==> src/hdl/q_learning_table_engine_core_defines.svh <==
// Assertion macros for the Q-table engine.
// No dependencies; included by the modules that check themselves.
`ifndef Q_LEARNING_TABLE_ENGINE_CORE_DEFINES_SVH
`define Q_LEARNING_TABLE_ENGINE_CORE_DEFINES_SVH

// Same-cycle implication, sampled on clk_i, off during reset
`define QLTE_ASSERT_NOW(lbl, ante, cons, msg) \
  lbl: assert property (@(posedge clk_i) disable iff (!rst_ni) (ante) |-> (cons)) \
    else $error(msg);

// Next-cycle implication, sampled on clk_i, off during reset
`define QLTE_ASSERT_NXT(lbl, ante, cons, msg) \
  lbl: assert property (@(posedge clk_i) disable iff (!rst_ni) (ante) |=> (cons)) \
    else $error(msg);

`endif

==> src/hdl/qlte_pkg.sv <==
// Shared constants, types and register map of the Q-table engine.
// No dependencies.
package qlte_pkg;

  localparam int NUM_STATES  = 64;
  localparam int NUM_ACTIONS = 8;
  localparam int VALUE_WIDTH = 16;

  localparam int ST_W    = $clog2(NUM_STATES);
  localparam int AC_W    = $clog2(NUM_ACTIONS);
  localparam int ADDR_W  = ST_W + AC_W;
  localparam int DEPTH   = NUM_STATES * NUM_ACTIONS;
  localparam int APB_AW  = 5;

  localparam logic [16:0] ONE_16 = 17'd65536;

  // largest table value and the hot-boot 1.0 capped to it
  localparam int VMAX    = (2 ** (VALUE_WIDTH - 1)) - 1;
  localparam int HOT_ONE = (256 > VMAX) ? VMAX : 256;

  // register reset values
  localparam logic [16:0] RST_LEARNING_RATE   = 17'd6554;
  localparam logic [16:0] RST_DISCOUNT_FACTOR = 17'd58982;
  localparam logic [15:0] RST_DECAY_FACTOR    = 16'd65469;
  localparam logic [16:0] RST_EPSILON_FLOOR   = 17'd655;
  localparam logic [15:0] RST_BOOST_FACTOR    = 16'd4506;
  localparam logic        RST_HOTBOOT_ENABLE  = 1'b0;
  localparam logic [16:0] RST_START_EPSILON   = 17'd65536;
  localparam logic        RST_DECAY_ENABLE    = 1'b1;

  // register indexes
  localparam logic [2:0] REG_LEARNING_RATE   = 3'd0;
  localparam logic [2:0] REG_DISCOUNT_FACTOR = 3'd1;
  localparam logic [2:0] REG_DECAY_FACTOR    = 3'd2;
  localparam logic [2:0] REG_EPSILON_FLOOR   = 3'd3;
  localparam logic [2:0] REG_BOOST_FACTOR    = 3'd4;
  localparam logic [2:0] REG_HOTBOOT_ENABLE  = 3'd5;
  localparam logic [2:0] REG_START_EPSILON   = 3'd6;
  localparam logic [2:0] REG_DECAY_ENABLE    = 3'd7;

  typedef enum logic [1:0] {
    OP_CHOOSE = 2'd0,
    OP_UPDATE = 2'd1,
    OP_BOOST  = 2'd2,
    OP_CLEAR  = 2'd3
  } op_e;

  typedef struct packed {
    logic [16:0] learning_rate;
    logic [16:0] discount_factor;
    logic [15:0] decay_factor;
    logic [16:0] epsilon_floor;
    logic [15:0] boost_factor;
    logic        hotboot_enable;
    logic [16:0] start_epsilon;
    logic        decay_enable;
  } cfg_t;

  function automatic logic [16:0] cap16(input logic [16:0] v);
    return (v > ONE_16) ? ONE_16 : v;
  endfunction

endpackage

==> src/hdl/qlte_cfg.sv <==
// APB-style configuration register file of the Q-table engine.
// Depends on qlte_pkg.
module qlte_cfg (
  input  logic                       clk_i,
  input  logic                       rst_ni,
  input  logic                       psel,
  input  logic                       penable,
  input  logic                       pwrite,
  input  logic [qlte_pkg::APB_AW-1:0] paddr,
  input  logic [31:0]                pwdata,
  output logic [31:0]                prdata,
  output logic                       pready,
  output qlte_pkg::cfg_t             cfg_o
);

  qlte_pkg::cfg_t cfg_q;
  logic [2:0]     idx;
  logic           wr_en;

  assign pready = 1'b1;
  assign idx    = paddr[4:2];
  assign wr_en  = psel && penable && pwrite;
  assign cfg_o  = cfg_q;

  // register writes
  always_ff @(posedge clk_i or negedge rst_ni) begin
    if (!rst_ni) begin
      cfg_q.learning_rate   <= qlte_pkg::RST_LEARNING_RATE;
      cfg_q.discount_factor <= qlte_pkg::RST_DISCOUNT_FACTOR;
      cfg_q.decay_factor    <= qlte_pkg::RST_DECAY_FACTOR;
      cfg_q.epsilon_floor   <= qlte_pkg::RST_EPSILON_FLOOR;
      cfg_q.boost_factor    <= qlte_pkg::RST_BOOST_FACTOR;
      cfg_q.hotboot_enable  <= qlte_pkg::RST_HOTBOOT_ENABLE;
      cfg_q.start_epsilon   <= qlte_pkg::RST_START_EPSILON;
      cfg_q.decay_enable    <= qlte_pkg::RST_DECAY_ENABLE;
    end else if (wr_en) begin
      unique case (idx)
        qlte_pkg::REG_LEARNING_RATE:   cfg_q.learning_rate   <= pwdata[16:0];
        qlte_pkg::REG_DISCOUNT_FACTOR: cfg_q.discount_factor <= pwdata[16:0];
        qlte_pkg::REG_DECAY_FACTOR:    cfg_q.decay_factor    <= pwdata[15:0];
        qlte_pkg::REG_EPSILON_FLOOR:   cfg_q.epsilon_floor   <= pwdata[16:0];
        qlte_pkg::REG_BOOST_FACTOR:    cfg_q.boost_factor    <= pwdata[15:0];
        qlte_pkg::REG_HOTBOOT_ENABLE:  cfg_q.hotboot_enable  <= pwdata[0];
        qlte_pkg::REG_START_EPSILON:   cfg_q.start_epsilon   <= pwdata[16:0];
        qlte_pkg::REG_DECAY_ENABLE:    cfg_q.decay_enable    <= pwdata[0];
        default: ;
      endcase
    end
  end

  // read mux
  always_comb begin
    unique case (idx)
      qlte_pkg::REG_LEARNING_RATE:   prdata = {15'd0, cfg_q.learning_rate};
      qlte_pkg::REG_DISCOUNT_FACTOR: prdata = {15'd0, cfg_q.discount_factor};
      qlte_pkg::REG_DECAY_FACTOR:    prdata = {16'd0, cfg_q.decay_factor};
      qlte_pkg::REG_EPSILON_FLOOR:   prdata = {15'd0, cfg_q.epsilon_floor};
      qlte_pkg::REG_BOOST_FACTOR:    prdata = {16'd0, cfg_q.boost_factor};
      qlte_pkg::REG_HOTBOOT_ENABLE:  prdata = {31'd0, cfg_q.hotboot_enable};
      qlte_pkg::REG_START_EPSILON:   prdata = {15'd0, cfg_q.start_epsilon};
      qlte_pkg::REG_DECAY_ENABLE:    prdata = {31'd0, cfg_q.decay_enable};
      default:                       prdata = 32'd0;
    endcase
  end

endmodule

==> config.mk <==
export PLATFORM = sky130hd
export DESIGN_NAME = qlte_cfg
export DESIGN_NICKNAME = d
export VERILOG_FILES = /design/src/hdl/q_learning_table_engine_core_defines.svh /design/src/hdl/qlte_pkg.sv /design/src/hdl/qlte_cfg.sv
export SDC_FILE = /design/constraint.sdc
export NUM_CORES = 1
export LEC_CHECK = 0
export BUFFER_PORTS_ARGS = -buffer_cell sky130_fd_sc_hd__buf_4
export CAP_MARGIN = 15
export CORE_ASPECT_RATIO = 0.75
export CORE_MARGIN = 2
export CORE_UTILIZATION = 54
export DETAILED_ROUTE_END_ITERATION = 10
export PLACE_DENSITY = 0.86
export SLEW_MARGIN = 20
export SYNTH_ARGS = -nofsm -noshare
export SYNTH_HDL_FRONTEND = slang
export SYNTH_SLANG_ARGS = --single-unit
export TNS_END_PERCENT = 10
==> constraint.sdc <==
create_clock -name clk_i -period 2.85 [get_ports clk_i]
set_input_delay 0.57 -clock clk_i [delete_from_list [all_inputs] [get_ports clk_i]]
set_output_delay 0.57 -clock clk_i [all_outputs]
set_load 0.02 [all_outputs]
==> qor.txt <==
Sink Count: 102
Fin. max-slew vios: 0
Syn-to-layout area delta: 29.7%
Total GRT Usage: 0.268
Cell area after synthesis: 4950 sq um
Die area: 9960 sq um
Number of global-route vias before repair: 3840
Wire per inst: 19.5 um
Clock Skew: 0 ps
Area share of the largest cell type after synthesis: 0.293
Commonest non-fill, non-tap cells in the layout: buf_4 (158), mux2_2 (83), dfrtp_1 (58), dfstp_2 (44), a21oi_1 (32)
Worst Max-Slew Pin Slew: 797 ps
Final setup viols: 0
Highest achievable clock rate: 0.379 GHz
Arrival @ worst endpoint: 2070 ps
Fraction of layout cells with a size suffix above 1: 0.578
Ys Warns: 0
Core ar.: 8970 sq um
CTS tree: yes
Cell accounting for the most synthesized area: dfrtp_1
Congestion Overflow GR: 0
Num CTS Buffers: 9
Maximum clock path buffer count: 2
ANT nets after route: 0
# Post-CTS Setup Buffers: 0
H-tree Lvls: 3
Setup TNS: 0 ps
Port Buffers: 143
HP Class: input port to asynchronous set/reset pin
Routability cong.: 0.800
RSZ-0062 raised after global routing: false
Outcome: complete, no violations
Global-route wire length before repair: 20000 um
# placed instances: 648
WL final: 12900 um
Crit path time final: 2640 ps
Static Leak: 3.09 nW
Worst-Skew Late Latency: 340 ps
CTS Hold Bufs: 0
Crit start category: input port
Initial Util: 0.552
Top post-synthesis cells by area: dfrtp_1 (29%), dfstp_2 (23%), mux2_2 (19%)
Finished Layout Cells: 664
Sequential share of the synthesized area: 0.527
DR vias/cell: 5.60
Worst Setup End Kind: output pin
Antenna cell count: 0
#FFs+latches synth: 102
Post-cts resize count: 0
DP HPWL: 8970 um
Max reg flops: 102
Commonest non-fill, non-tap cell in the layout: buf_4
Max transition margin: 0.468
WP data required: 2280 ps
Initial antenna violation count: 0
Root buffer cell: clkbuf_16
Total vias in the final route: 3718
Peak VDD IR: 0.660 mV
Power Density: 748 nW/um^2
Die Width: 115 um
Row count: 30
DRT iter0 DRCs: 290
Kind of critical path: input port to output pin
Post-Synthesis Cells: 402
FF-to-FF path depth: 2
Die Ht: 86.9 um
Final Net Count: 589
Final Cycle Share: 0.925
I/O pin count: 177
Largest net degree at the start of global routing: 46
Worst-path clk slew: 60 ps
Max-cap viol count: 0
Crit Path Max Fanout: 14
Hold Vio Cnt, Final: 0
Synthesized area per cell: 12.3 sq um
DRC violations left: 0
First-pass DRT Iterations: 4
Unique cell type count in the Yosys netlist: 30
## power by group
| group | internal, mW | switching, mW |
|---|---|---|
| clock | 0.639 | 0.520 |
| sequential | 1.83 | 0.247 |
| combinational | 0.731 | 0.831 |
## layout make-up
class                           instances  area, sq um
Clock buffer                           13          260
Clock inverter                          3         20.0
Fill cell                             639         2550
Inverter                                9         33.8
Multi-Input combinational cell        264         2110
Sequential cell                       102         2610
Tap cell                              112          140
Timing Repair Buffer                  161         1250
## cell usage after synthesis
master    count
mux2_2       83
dfrtp_1      58
dfstp_2      44
a21oi_1      32
nor2_1       28
buf_4        18
mux2i_1      16
nand2_1      12
a211oi_1     10
buf_2        10
mux2_4       10
nor2b_1      10
a22o_1        9
inv_1         9
o21ai_0       9
a22oi_1       8
o21bai_1      8
clkbuf_1      7
nor2_2        4
buf_6         3
buf_1         2
conb_1        2
nand2b_1      2
or3_1         2
clkbuf_2      1
nand4_1       1
nand4b_4      1
nor3_2        1
nor3b_1       1
o32a_1        1
## final timing paths
path / slack [ps] / endpoint / from
max in group asynchronous: 1870 / cfg_o[22] / rst_ni
hold / removal: 230 / cfg_o[95] / rst_ni
setup / recovery: 210 / prdata[13] / paddr[4]
min in group clk_i: 480 / cfg_o[84] / pwdata[16]
setup reg to reg: 1960 / cfg_o[69] / cfg_o[69]
hold reg to reg: 520 / cfg_o[83] / cfg_o[83]
## worst max-delay path: stages
cell and delay [ps]:
buf_4 170, nor2b_1 640, a22o_1 250, a22oi_1 60, a21oi_1 200, buf_4 170
## kinds of logic (layout without fill, tap and decap cells)
logic type             after synthesis  after routing  synth area share
buffers and inverters               50            186            0.0589
other                                2             16           0.00152
AO/OA/AOI/OAI                       77             77            0.0988
AND/OR/NAND/NOR                     62             62            0.0627
flip-flops                         102            102             0.527
multiplexers                       109            109             0.251
## stage by stage
stage	hold slack [ps]	util	instance area (sq um)	setup slack (ps)	total power [mW]
floorplan	274	-	5000	541	2.94
global placement	497	0.685	6140	200	3.60
detailed placement	507	0.685	6140	203	3.66
CTS	236	0.716	6420	201	4.82
global route	250	0.716	6420	108	5.02
finish	230	0.716	6420	214	4.80
## routing by layer
| metal | track usage | routed length, um | vias to the layer above |
|---|---|---|---|
| met4 | 0.0854 | 227 | 0 |
| met1 | 0.335 | 5350 | 1858 |
| met5 | 0 | 0 | - |
| met3 | 0.0884 | 1060 | 18 |
| li1 | - | - | 1687 |
| met2 | 0.447 | 6290 | 155 |
No activity file was read; power rests on OpenSTA's default activity.
